**config.mk**
```make
export PLATFORM = sky130hd
export DESIGN_NAME = gregorian_date_difference_flat
export DESIGN_NICKNAME = d
export VERILOG_FILES = /design/src/rtl/dgd_pkg.sv /design/src/rtl/dgd_if.sv /design/src/rtl/gregorian_date_difference.sv /design/src/rtl/dgd_lane.sv /design/src/rtl/dgd_merge.sv /design/src/flat_wrapper.sv
export SDC_FILE = /design/constraint.sdc
export NUM_CORES = 2
export LEC_CHECK = 0
export BUFFER_PORTS_ARGS = -buffer_cell sky130_fd_sc_hd__clkbuf_2
export CAP_MARGIN = 20
export CORE_MARGIN = 8
export CORE_UTILIZATION = 65
export DETAILED_ROUTE_END_ITERATION = 12
export GPL_TIMING_DRIVEN = 0
export PLACE_DENSITY = 0.82
export SYNTH_ARGS = -nofsm -noshare
export SYNTH_HDL_FRONTEND = slang
export SYNTH_SLANG_ARGS = --single-unit
```
**constraint.sdc**
```tcl
create_clock -name clk_i -period 9.5 [get_ports clk_i]
set_input_delay 0.475 -clock clk_i [delete_from_list [all_inputs] [get_ports clk_i]]
set_output_delay 0.475 -clock clk_i [all_outputs]
set_load 0.005 [all_outputs]
```
**src/rtl/dgd_pkg.sv**
```systemverilog
`default_nettype none

package dgd_pkg;

  // Field widths of one request and one response.
  localparam int unsigned YEAR_W  = 14;
  localparam int unsigned MONTH_W = 4;
  localparam int unsigned DAY_W   = 5;
  localparam int unsigned WDAY_W  = 3;
  localparam int unsigned COUNT_W = 22;

  // Day numbers carry one more bit than the count, although the day number of
  // every valid date up to the end of the year range fits in the count field.
  localparam int unsigned NUM_W   = 23;
  localparam int unsigned LEAPS_W = 12;

  localparam int unsigned YEAR_MAX  = 9999;
  localparam int unsigned BASE_YEAR = 1900;
  localparam int unsigned DAYS_PER_YEAR = 365;
  // Leap years from year 1 through 1899.
  localparam int unsigned LEAPS_BASE = 460;

  // Division by 100 of a 14-bit year: multiply by the rounded-up reciprocal.
  localparam int unsigned DIV100_MUL   = 10486;
  localparam int unsigned DIV100_SHIFT = 20;
  localparam int unsigned Q100_W       = 8;
  localparam int unsigned DIV100_PROD_W = 2 * YEAR_W;

  // Division by 7 of a day number: multiply by the rounded-up reciprocal.
  localparam int unsigned DIV7_MUL    = 9586981;
  localparam int unsigned DIV7_MUL_W  = 24;
  localparam int unsigned DIV7_SHIFT  = 26;
  localparam int unsigned DIV7_PROD_W = NUM_W + DIV7_MUL_W;
  localparam int unsigned Q7_W        = DIV7_PROD_W - DIV7_SHIFT;
  localparam int unsigned DAYS_PER_WEEK = 7;

  localparam int unsigned MONTH_FEB = 2;

  // Lane pipeline depth and response queue size.
  localparam int unsigned LANE_LAT    = 5;
  localparam int unsigned QUEUE_DEPTH = 8;
  localparam int unsigned QUEUE_AW    = 3;

  typedef struct packed {
    logic [YEAR_W-1:0]  year;
    logic [MONTH_W-1:0] month;
    logic [DAY_W-1:0]   day;
  } date_t;

  typedef struct packed {
    logic              ok;
    logic [WDAY_W-1:0] wday;
    logic [NUM_W-1:0]  num;
    date_t             date;
  } lane_res_t;

  typedef struct packed {
    logic               valid_a;
    logic               valid_b;
    logic [WDAY_W-1:0]  weekday_a;
    logic [WDAY_W-1:0]  weekday_b;
    logic               a_before_b;
    logic [COUNT_W-1:0] day_count;
  } rsp_t;

  function automatic logic [DAY_W-1:0] month_len(input logic [MONTH_W-1:0] m,
                                                 input logic leap);
    logic [DAY_W-1:0] len;
    len = '0;
    unique case (m) inside
      4'd1, 4'd3, 4'd5, 4'd7, 4'd8, 4'd10, 4'd12: len = 5'd31;
      4'd4, 4'd6, 4'd9, 4'd11:                   len = 5'd30;
      4'd2:    len = leap ? 5'd29 : 5'd28;
      default: len = '0;
    endcase
    return len;
  endfunction

  function automatic logic [8:0] days_before(input logic [MONTH_W-1:0] m);
    logic [8:0] n;
    n = '0;
    unique case (m)
      4'd2:    n = 9'd31;
      4'd3:    n = 9'd59;
      4'd4:    n = 9'd90;
      4'd5:    n = 9'd120;
      4'd6:    n = 9'd151;
      4'd7:    n = 9'd181;
      4'd8:    n = 9'd212;
      4'd9:    n = 9'd243;
      4'd10:   n = 9'd273;
      4'd11:   n = 9'd304;
      4'd12:   n = 9'd334;
      default: n = '0;
    endcase
    return n;
  endfunction

endpackage

`default_nettype wire

```
**src/rtl/dgd_if.sv**
```systemverilog
`default_nettype none

interface dgd_req_if;
  logic                          valid;
  logic                          ready;
  logic [dgd_pkg::YEAR_W-1:0]    year_a;
  logic [dgd_pkg::MONTH_W-1:0]   month_a;
  logic [dgd_pkg::DAY_W-1:0]     day_a;
  logic [dgd_pkg::YEAR_W-1:0]    year_b;
  logic [dgd_pkg::MONTH_W-1:0]   month_b;
  logic [dgd_pkg::DAY_W-1:0]     day_b;

  modport source (output valid, year_a, month_a, day_a, year_b, month_b, day_b,
                  input ready);
  modport sink (input valid, year_a, month_a, day_a, year_b, month_b, day_b,
                output ready);
endinterface

interface dgd_rsp_if;
  logic                          valid;
  logic                          ready;
  logic                          valid_a;
  logic                          valid_b;
  logic [dgd_pkg::WDAY_W-1:0]    weekday_a;
  logic [dgd_pkg::WDAY_W-1:0]    weekday_b;
  logic                          a_before_b;
  logic [dgd_pkg::COUNT_W-1:0]   day_count;

  modport source (output valid, valid_a, valid_b, weekday_a, weekday_b, a_before_b,
                  day_count, input ready);
  modport sink (input valid, valid_a, valid_b, weekday_a, weekday_b, a_before_b,
                day_count, output ready);
endinterface

`default_nettype wire

```
**src/rtl/gregorian_date_difference.sv**
```systemverilog
// Throughput: one request per cycle while ready is high; two date lanes
// run side by side in a five-stage pipeline and an 8-entry response queue
// absorbs output stalls.
// Ready drops only while 8 requests are accepted but not yet taken out.
// Reset (asynchronous, active low) empties the pipeline and the queue.
`default_nettype none

module gregorian_date_difference (
  input  wire logic  clk_i,
  input  wire logic  rst_ni,
  dgd_req_if.sink    req_i,
  dgd_rsp_if.source  rsp_o
);

  // Each request carries two dates. Lane A handles the first and lane B the
  // second; both compute validity, the day number counted from 1900-01-01 and
  // the weekday. The merge stage then compares the raw fields for ordering,
  // forms the absolute difference of the day numbers and queues the response.

  logic                          req_acc, rsp_acc;
  logic [dgd_pkg::LANE_LAT-1:0]  vld_q, vld_d;
  logic [dgd_pkg::QUEUE_AW:0]    credit_q, credit_d;
  dgd_pkg::date_t                date_a, date_b;
  dgd_pkg::lane_res_t            res_a, res_b;

  assign req_acc = req_i.valid && req_i.ready;
  assign rsp_acc = rsp_o.valid && rsp_o.ready;

  // The credit counter covers every request between acceptance and the
  // moment its response is taken, so the queue can never overflow even
  // though the lane pipeline itself never stalls.
  assign req_i.ready = (credit_q < (dgd_pkg::QUEUE_AW+1)'(dgd_pkg::QUEUE_DEPTH));
  assign credit_d    = credit_q + (dgd_pkg::QUEUE_AW+1)'(req_acc)
                                - (dgd_pkg::QUEUE_AW+1)'(rsp_acc);

  // Valid bits that travel alongside the lane pipeline stages.
  assign vld_d = {vld_q[dgd_pkg::LANE_LAT-2:0], req_acc};

  always_ff @(posedge clk_i or negedge rst_ni) begin
    if (!rst_ni) begin
      vld_q    <= '0;
      credit_q <= '0;
    end else begin
      vld_q    <= vld_d;
      credit_q <= credit_d;
    end
  end

  assign date_a = '{year: req_i.year_a, month: req_i.month_a, day: req_i.day_a};
  assign date_b = '{year: req_i.year_b, month: req_i.month_b, day: req_i.day_b};

  dgd_lane u_lane_a (
    .clk_i  (clk_i),
    .date_i (date_a),
    .res_o  (res_a)
  );

  dgd_lane u_lane_b (
    .clk_i  (clk_i),
    .date_i (date_b),
    .res_o  (res_b)
  );

  dgd_merge u_merge (
    .clk_i    (clk_i),
    .rst_ni   (rst_ni),
    .vld_i    (vld_q[dgd_pkg::LANE_LAT-1]),
    .lane_a_i (res_a),
    .lane_b_i (res_b),
    .rsp_o    (rsp_o)
  );

endmodule

`default_nettype wire

```
**src/rtl/dgd_lane.sv**
```systemverilog
`default_nettype none

// One date lane: validity, day number since the base date and weekday,
// in a five-stage pipeline that takes a new date every cycle.
module dgd_lane (
  input  wire logic               clk_i,
  input  wire dgd_pkg::date_t     date_i,
  output dgd_pkg::lane_res_t      res_o
);

  // Stage 1: year divided by 100 and the simple range checks.
  logic [dgd_pkg::DIV100_PROD_W-1:0] q100_prod;
  dgd_pkg::date_t                    s1_date_q;
  logic [dgd_pkg::Q100_W-1:0]        s1_q100_q;
  logic [dgd_pkg::YEAR_W-1:0]        s1_yoff_q;
  logic                              s1_yok_q, s1_mok_q, s1_dok_q;

  assign q100_prod = dgd_pkg::DIV100_PROD_W'(date_i.year) *
                     dgd_pkg::DIV100_PROD_W'(dgd_pkg::DIV100_MUL);

  always_ff @(posedge clk_i) begin
    s1_date_q <= date_i;
    s1_q100_q <= q100_prod[dgd_pkg::DIV100_SHIFT +: dgd_pkg::Q100_W];
    s1_yoff_q <= date_i.year - dgd_pkg::YEAR_W'(dgd_pkg::BASE_YEAR);
    s1_yok_q  <= (32'(date_i.year) >= dgd_pkg::BASE_YEAR) &&
                 (32'(date_i.year) <= dgd_pkg::YEAR_MAX);
    s1_mok_q  <= (date_i.month >= 4'd1) && (date_i.month <= 4'd12);
    s1_dok_q  <= (date_i.day != '0);
  end

  // Stage 2: leap year, month length and leap years since the base year.
  logic [dgd_pkg::YEAR_W-1:0]  hund, ym1, leaps_full;
  logic [dgd_pkg::Q100_W-1:0]  qp100;
  logic                        rem0, leap;
  logic [dgd_pkg::NUM_W-1:0]   y365;
  dgd_pkg::date_t              s2_date_q;
  logic                        s2_ok_q, s2_leap_q;
  logic [dgd_pkg::LEAPS_W-1:0] s2_leaps_q;
  logic [dgd_pkg::NUM_W-1:0]   s2_y365_q;

  assign hund  = dgd_pkg::YEAR_W'(s1_q100_q) * dgd_pkg::YEAR_W'(100);
  assign rem0  = (s1_date_q.year == hund);
  assign leap  = rem0 ? (s1_q100_q[1:0] == 2'b00) : (s1_date_q.year[1:0] == 2'b00);
  // Hundreds of year - 1: one less when the year itself is a whole hundred.
  assign qp100 = s1_q100_q - dgd_pkg::Q100_W'(rem0);
  assign ym1   = s1_date_q.year - dgd_pkg::YEAR_W'(1);
  assign leaps_full = dgd_pkg::YEAR_W'(ym1[dgd_pkg::YEAR_W-1:2]) -
                      dgd_pkg::YEAR_W'(qp100) +
                      dgd_pkg::YEAR_W'(qp100[dgd_pkg::Q100_W-1:2]) -
                      dgd_pkg::YEAR_W'(dgd_pkg::LEAPS_BASE);
  assign y365  = dgd_pkg::NUM_W'(s1_yoff_q) * dgd_pkg::NUM_W'(dgd_pkg::DAYS_PER_YEAR);

  always_ff @(posedge clk_i) begin
    s2_date_q  <= s1_date_q;
    s2_ok_q    <= s1_yok_q && s1_mok_q && s1_dok_q &&
                  (s1_date_q.day <= dgd_pkg::month_len(s1_date_q.month, leap));
    s2_leap_q  <= leap;
    s2_leaps_q <= leaps_full[dgd_pkg::LEAPS_W-1:0];
    s2_y365_q  <= y365;
  end

  // Stage 3: day number, forced to zero for an invalid date.
  logic [dgd_pkg::NUM_W-1:0] num;
  logic [dgd_pkg::DAY_W-1:0] dm1;
  dgd_pkg::date_t            s3_date_q;
  logic                      s3_ok_q;
  logic [dgd_pkg::NUM_W-1:0] s3_num_q;

  assign dm1 = s2_date_q.day - dgd_pkg::DAY_W'(1);
  assign num = s2_y365_q + dgd_pkg::NUM_W'(s2_leaps_q) +
               dgd_pkg::NUM_W'(dgd_pkg::days_before(s2_date_q.month)) +
               dgd_pkg::NUM_W'((s2_date_q.month > dgd_pkg::MONTH_W'(dgd_pkg::MONTH_FEB))
                               && s2_leap_q) +
               dgd_pkg::NUM_W'(dm1);

  always_ff @(posedge clk_i) begin
    s3_date_q <= s2_date_q;
    s3_ok_q   <= s2_ok_q;
    s3_num_q  <= s2_ok_q ? num : '0;
  end

  // Stage 4: day number divided by 7.
  logic [dgd_pkg::DIV7_PROD_W-1:0] q7_prod;
  dgd_pkg::date_t                  s4_date_q;
  logic                            s4_ok_q;
  logic [dgd_pkg::NUM_W-1:0]       s4_num_q;
  logic [dgd_pkg::Q7_W-1:0]        s4_q7_q;

  assign q7_prod = dgd_pkg::DIV7_PROD_W'(s3_num_q) *
                   dgd_pkg::DIV7_PROD_W'(dgd_pkg::DIV7_MUL);

  always_ff @(posedge clk_i) begin
    s4_date_q <= s3_date_q;
    s4_ok_q   <= s3_ok_q;
    s4_num_q  <= s3_num_q;
    s4_q7_q   <= q7_prod[dgd_pkg::DIV7_SHIFT +: dgd_pkg::Q7_W];
  end

  // Stage 5: remainder gives the weekday (the base date is a Monday).
  logic [dgd_pkg::NUM_W-1:0] rem7;
  dgd_pkg::lane_res_t        s5_res_q;

  assign rem7 = s4_num_q - dgd_pkg::NUM_W'(s4_q7_q) *
                           dgd_pkg::NUM_W'(dgd_pkg::DAYS_PER_WEEK);

  always_ff @(posedge clk_i) begin
    s5_res_q.date <= s4_date_q;
    s5_res_q.ok   <= s4_ok_q;
    s5_res_q.num  <= s4_num_q;
    s5_res_q.wday <= rem7[dgd_pkg::WDAY_W-1:0];
  end

  assign res_o = s5_res_q;

endmodule

`default_nettype wire

```
**src/rtl/dgd_merge.sv**
```systemverilog
`default_nettype none

// Combines the two lane results into one response and queues it.
module dgd_merge (
  input  wire logic               clk_i,
  input  wire logic               rst_ni,
  input  wire logic               vld_i,
  input  wire dgd_pkg::lane_res_t lane_a_i,
  input  wire dgd_pkg::lane_res_t lane_b_i,
  dgd_rsp_if.source               rsp_o
);

  logic                      a_first;
  logic [dgd_pkg::NUM_W-1:0] diff;
  dgd_pkg::rsp_t             entry;
  dgd_pkg::rsp_t             mem_q [dgd_pkg::QUEUE_DEPTH];
  dgd_pkg::rsp_t             head;
  logic [dgd_pkg::QUEUE_AW:0] wptr_q, wptr_d, rptr_q, rptr_d;
  logic                      pop;

  // Order compares the raw fields, valid or not.
  always_comb begin
    if (lane_a_i.date.year != lane_b_i.date.year) begin
      a_first = lane_a_i.date.year < lane_b_i.date.year;
    end else if (lane_a_i.date.month != lane_b_i.date.month) begin
      a_first = lane_a_i.date.month < lane_b_i.date.month;
    end else begin
      a_first = lane_a_i.date.day < lane_b_i.date.day;
    end
  end

  assign diff = (lane_a_i.num > lane_b_i.num) ? (lane_a_i.num - lane_b_i.num)
                                              : (lane_b_i.num - lane_a_i.num);

  always_comb begin
    entry.valid_a    = lane_a_i.ok;
    entry.valid_b    = lane_b_i.ok;
    entry.weekday_a  = lane_a_i.wday;
    entry.weekday_b  = lane_b_i.wday;
    entry.a_before_b = a_first;
    entry.day_count  = (lane_a_i.ok && lane_b_i.ok) ? diff[dgd_pkg::COUNT_W-1:0] : '0;
  end

  assign pop    = rsp_o.valid && rsp_o.ready;
  assign wptr_d = wptr_q + (dgd_pkg::QUEUE_AW+1)'(vld_i);
  assign rptr_d = rptr_q + (dgd_pkg::QUEUE_AW+1)'(pop);

  always_ff @(posedge clk_i or negedge rst_ni) begin
    if (!rst_ni) begin
      wptr_q <= '0;
      rptr_q <= '0;
    end else begin
      wptr_q <= wptr_d;
      rptr_q <= rptr_d;
    end
  end

  always_ff @(posedge clk_i) begin
    if (vld_i) begin
      mem_q[wptr_q[dgd_pkg::QUEUE_AW-1:0]] <= entry;
    end
  end

  assign head = mem_q[rptr_q[dgd_pkg::QUEUE_AW-1:0]];

  assign rsp_o.valid      = (wptr_q != rptr_q);
  assign rsp_o.valid_a    = head.valid_a;
  assign rsp_o.valid_b    = head.valid_b;
  assign rsp_o.weekday_a  = head.weekday_a;
  assign rsp_o.weekday_b  = head.weekday_b;
  assign rsp_o.a_before_b = head.a_before_b;
  assign rsp_o.day_count  = head.day_count;

endmodule

`default_nettype wire

```
**src/flat_wrapper.sv**
```systemverilog
// flat-port wrapper written by rule: the top's interface ports become plain ports
module gregorian_date_difference_flat 
  (clk_i, rst_ni, req_i_valid, req_i_year_a, req_i_month_a, req_i_day_a, req_i_year_b, req_i_month_b, req_i_day_b, req_i_ready, rsp_o_valid, rsp_o_valid_a, rsp_o_valid_b, rsp_o_weekday_a, rsp_o_weekday_b, rsp_o_a_before_b, rsp_o_day_count, rsp_o_ready);
  dgd_req_if req_i_i ();
  dgd_rsp_if rsp_o_i ();
  input  wire logic clk_i;
  input  wire logic rst_ni;
  input wire logic [$bits(req_i_i.valid)-1:0] req_i_valid;
  input wire logic [$bits(req_i_i.year_a)-1:0] req_i_year_a;
  input wire logic [$bits(req_i_i.month_a)-1:0] req_i_month_a;
  input wire logic [$bits(req_i_i.day_a)-1:0] req_i_day_a;
  input wire logic [$bits(req_i_i.year_b)-1:0] req_i_year_b;
  input wire logic [$bits(req_i_i.month_b)-1:0] req_i_month_b;
  input wire logic [$bits(req_i_i.day_b)-1:0] req_i_day_b;
  output wire logic [$bits(req_i_i.ready)-1:0] req_i_ready;
  output wire logic [$bits(rsp_o_i.valid)-1:0] rsp_o_valid;
  output wire logic [$bits(rsp_o_i.valid_a)-1:0] rsp_o_valid_a;
  output wire logic [$bits(rsp_o_i.valid_b)-1:0] rsp_o_valid_b;
  output wire logic [$bits(rsp_o_i.weekday_a)-1:0] rsp_o_weekday_a;
  output wire logic [$bits(rsp_o_i.weekday_b)-1:0] rsp_o_weekday_b;
  output wire logic [$bits(rsp_o_i.a_before_b)-1:0] rsp_o_a_before_b;
  output wire logic [$bits(rsp_o_i.day_count)-1:0] rsp_o_day_count;
  input wire logic [$bits(rsp_o_i.ready)-1:0] rsp_o_ready;
  assign req_i_i.valid = req_i_valid;
  assign req_i_i.year_a = req_i_year_a;
  assign req_i_i.month_a = req_i_month_a;
  assign req_i_i.day_a = req_i_day_a;
  assign req_i_i.year_b = req_i_year_b;
  assign req_i_i.month_b = req_i_month_b;
  assign req_i_i.day_b = req_i_day_b;
  assign req_i_ready = req_i_i.ready;
  assign rsp_o_valid = rsp_o_i.valid;
  assign rsp_o_valid_a = rsp_o_i.valid_a;
  assign rsp_o_valid_b = rsp_o_i.valid_b;
  assign rsp_o_weekday_a = rsp_o_i.weekday_a;
  assign rsp_o_weekday_b = rsp_o_i.weekday_b;
  assign rsp_o_a_before_b = rsp_o_i.a_before_b;
  assign rsp_o_day_count = rsp_o_i.day_count;
  assign rsp_o_i.ready = rsp_o_ready;
  gregorian_date_difference u_core (.clk_i(clk_i), .rst_ni(rst_ni), .req_i(req_i_i), .rsp_o(rsp_o_i));
endmodule
```
==> results.ini <==
[outcome]
status=completed

[worst_setup_path]
rr_endpoint=u_core.u_lane_a.s2_leaps_q[11]
cp-end-kind=flop
rrSetupSlack_ns=2.14
ff2ff_path_depth=27
cp.arrival_ns=7.86
cp-start-kind=flop
worstSetupPathType=reg2reg
required_ns=10.01
r2r-start=u_core.u_lane_a.s1_q100_q[2]
crit_path_max_fanout=5

[place]
dp_hpwl_um=79100
gp_congestion=0.907
port_buffers=82

[clock_tree]
cts_buffers=77
cts_resized=0
clock-sinks=785
clock-root-buffer=clkbuf_16
htreeDepth=3
worstSkewPairLatency_ns=0.63
cts_tree=yes
post_cts.repair.setup_buffers=0
clk_pin_slew_ns=0.06
cts_buffer_depth=3

[sta]
setup_viol=0
post-route-period-util_pct=77.4
slew_viol_final=0
clock_skew_ns=0.0249
slew_headroom_pct=29.4
fmax_mhz=136
fin_setup_tns_ns=0
worstMarginPinSlew_ns=1.06
min_period_ns=7.36
finalHoldViolations=0
rsz0062_at_grt=no

[drt]
drc=0
routed_wl_um=102000
vias_per_cell=5.44
wl_per_cell_um=18.2
vias=30400
dr.pass1.iters=6
drtIter0Drc=1742
ant_nets=0

[run]
drv_cap=0

[synthesis]
synth_seq_cells=785
yosysWarnings=0
synth-edff-count=248
postSynthAreaPerCell_um2=11.8
ys_seq_area_share_pct=36.2
syn-cell-area_um2=50500
synth.distinct_cells=88
syn_inst=4293
synth_nets=5595
synthArstFlopShare_pct=2.17
ys_dominant_reg_cell=dfxtp_1

[hold_path]
holdPathStages=3
min_delay_worst_endpoint=u_core.vld_q[0]
hp-start=req_i_valid
min_path_type=in2reg

[floorplanning]
die-area_um2=86800
dieWidth_um=295
rows=102
io_pins=83
die_h_um=295
design.core.area_um2=77200
start_util_pct=65.4

[grt]
track_usage_pct=24.1
grt_pass1_vias=32800
grt_overflow_total=0
grt_pass1_wl_um=167000
antenna_found_initial=0
grt_max_degree=24

[finish]
layout_common_cells=inv_1, ha_1, dfxtp_1
area_delta_synth_final_pct=9.41
layout_commonest_cell=inv_1
diodes=0
layout.nets=5790
drive_gt1_share_pct=8.25

-- final cells by class --
type / instances / area [µm²]
well taps: 1040 / 1300
fillers: 5117 / 22000
flip-flops and latches: 785 / 18300
clock buffers: 95 / 2070
repair buffers: 116 / 830
multi-input cells: 2602 / 28800
clock inverters: 43 / 495
plain buffers: 51 / 231
inverters: 855 / 3210
-- sequential cells by signal, indices dropped and copies added, names as in the netlist, 23 cells and up, named ones only --
register and cells:
u_core.u_lane_a.s3_date_q 23, u_core.u_lane_a.s3_num_q 23, u_core.u_lane_b.s2_y365_q 23, u_core.u_lane_b.s3_num_q 23, u_core.u_lane_a.res_o 50, u_core.u_merge.mem_q 248
u_core.u_lane_a.s4_date_q 23, u_core.u_lane_a.s4_num_q 23, u_core.u_lane_b.s4_date_q 23, u_core.u_lane_b.s3_date_q 23, u_core.u_lane_b.s4_num_q 23, u_core.u_lane_a.s2_y365_q 23
u_core.u_lane_b.res_o 50
-- how the worst max path moves through the flow --
stage | startpoint | to | cells past startpoint
3_5_place_dp | u_core.u_lane_a.s1_q100_q[2] | u_core.u_lane_a.s2_leaps_q[11] | 27
6_report | u_core.u_lane_a.s1_q100_q[2] | u_core.u_lane_a.s2_leaps_q[11] | 27
2_1_floorplan | u_core.u_lane_a.s1_q100_q[2] | u_core.u_lane_a.s2_leaps_q[11] | 27
5_1_grt | u_core.u_lane_a.s1_q100_q[2] | u_core.u_lane_a.s2_leaps_q[11] | 27
3_3_place_gp | u_core.u_lane_a.s1_q100_q[2] | u_core.u_lane_a.s2_leaps_q[11] | 27
4_1_cts | u_core.u_lane_a.s1_q100_q[2] | u_core.u_lane_a.s2_leaps_q[11] | 27
-- per-stage QoR --
| stage | instances | hold WS (ns) | worst slack [ns] | area (µm²) | utilization, % |
|---|---|---|---|---|---|
| 6_report | 5587 | 0.0998 | 2.14 | 55200 | 71.5 |
| 5_1_grt | 5587 | 0.0816 | 1.72 | 55200 | 71.5 |
| 4_1_cts | 5584 | 0.0677 | 2.15 | 55200 | 71.5 |
| 3_5_place_dp | 5427 | 0.312 | 2.31 | 52400 | 67.9 |
| 3_3_place_gp | 5415 | 0.311 | 2.41 | 52200 | 67.6 |
| 2_1_floorplan | 4293 | 0.179 | 3.14 | 50500 | - |
-- per-layer routing --
layer	track usage [%]	part of all wire (%)
met5	0	0
met4	7.21	3.1
met3	3.17	4.3
met2	43.9	51
met1	29.7	41
-- cells by family after synthesis --
logic type	count (synthesis)	synth area share (%)
xor+xnor	246	4.27
compound gates	433	5.60
simple gates	545	5.58
flops	785	36.2
buf+inv	906	6.82
mux	126	4.19
fa+ha+maj	1252	37.3
-- critical path, stage by stage (launching register included) --
cell      delay, ns
dfxtp_1        0.45
inv_1          0.13
ha_1           0.29
ha_1           0.29
ha_1           0.30
inv_1          0.07
fa_1           0.56
xor2_1         0.20
nand4_1        0.12
or4_1          0.59
or4_1          0.45
nor4_2         0.34
ha_1           0.27
ha_1           0.20
xor2_1         0.24
ha_1           0.30
fa_1           0.55
inv_1          0.08
fa_1           0.47
a21oi_1        0.14
nor2_1         0.05
nor2_1         0.14
o21bai_1       0.08
a21oi_1        0.22
o21bai_1       0.09
a21oi_1        0.21
o21ai_0        0.15
xnor2_1        0.28
-- synthesized netlist by cell type (all sizes together) (41+ instances only) --
cell type  number  area [µm²]
xnor2         190        1660
mux4           64        1440
dfxtp         520       10400
inv           855        3210
fa            423        8470
ha            829       10400
xor2           56         490
a21oi         135         679
edfxtp        248        7450
o21ai          85         425
a21o           56         420
nand2         111         417
nand3          41         205
nor2          119         454
nor3           54         275
-- repair_timing --
action | 4_1_cts | 5_1_grt
hold endpoints to repair | 35 | 0
hold buffers | 19 | 0
setup endpoints to repair | 0 | 0
Power is not shown: default switching activity piles up to over one toggle a cycle in this logic, so the estimate is an artifact.
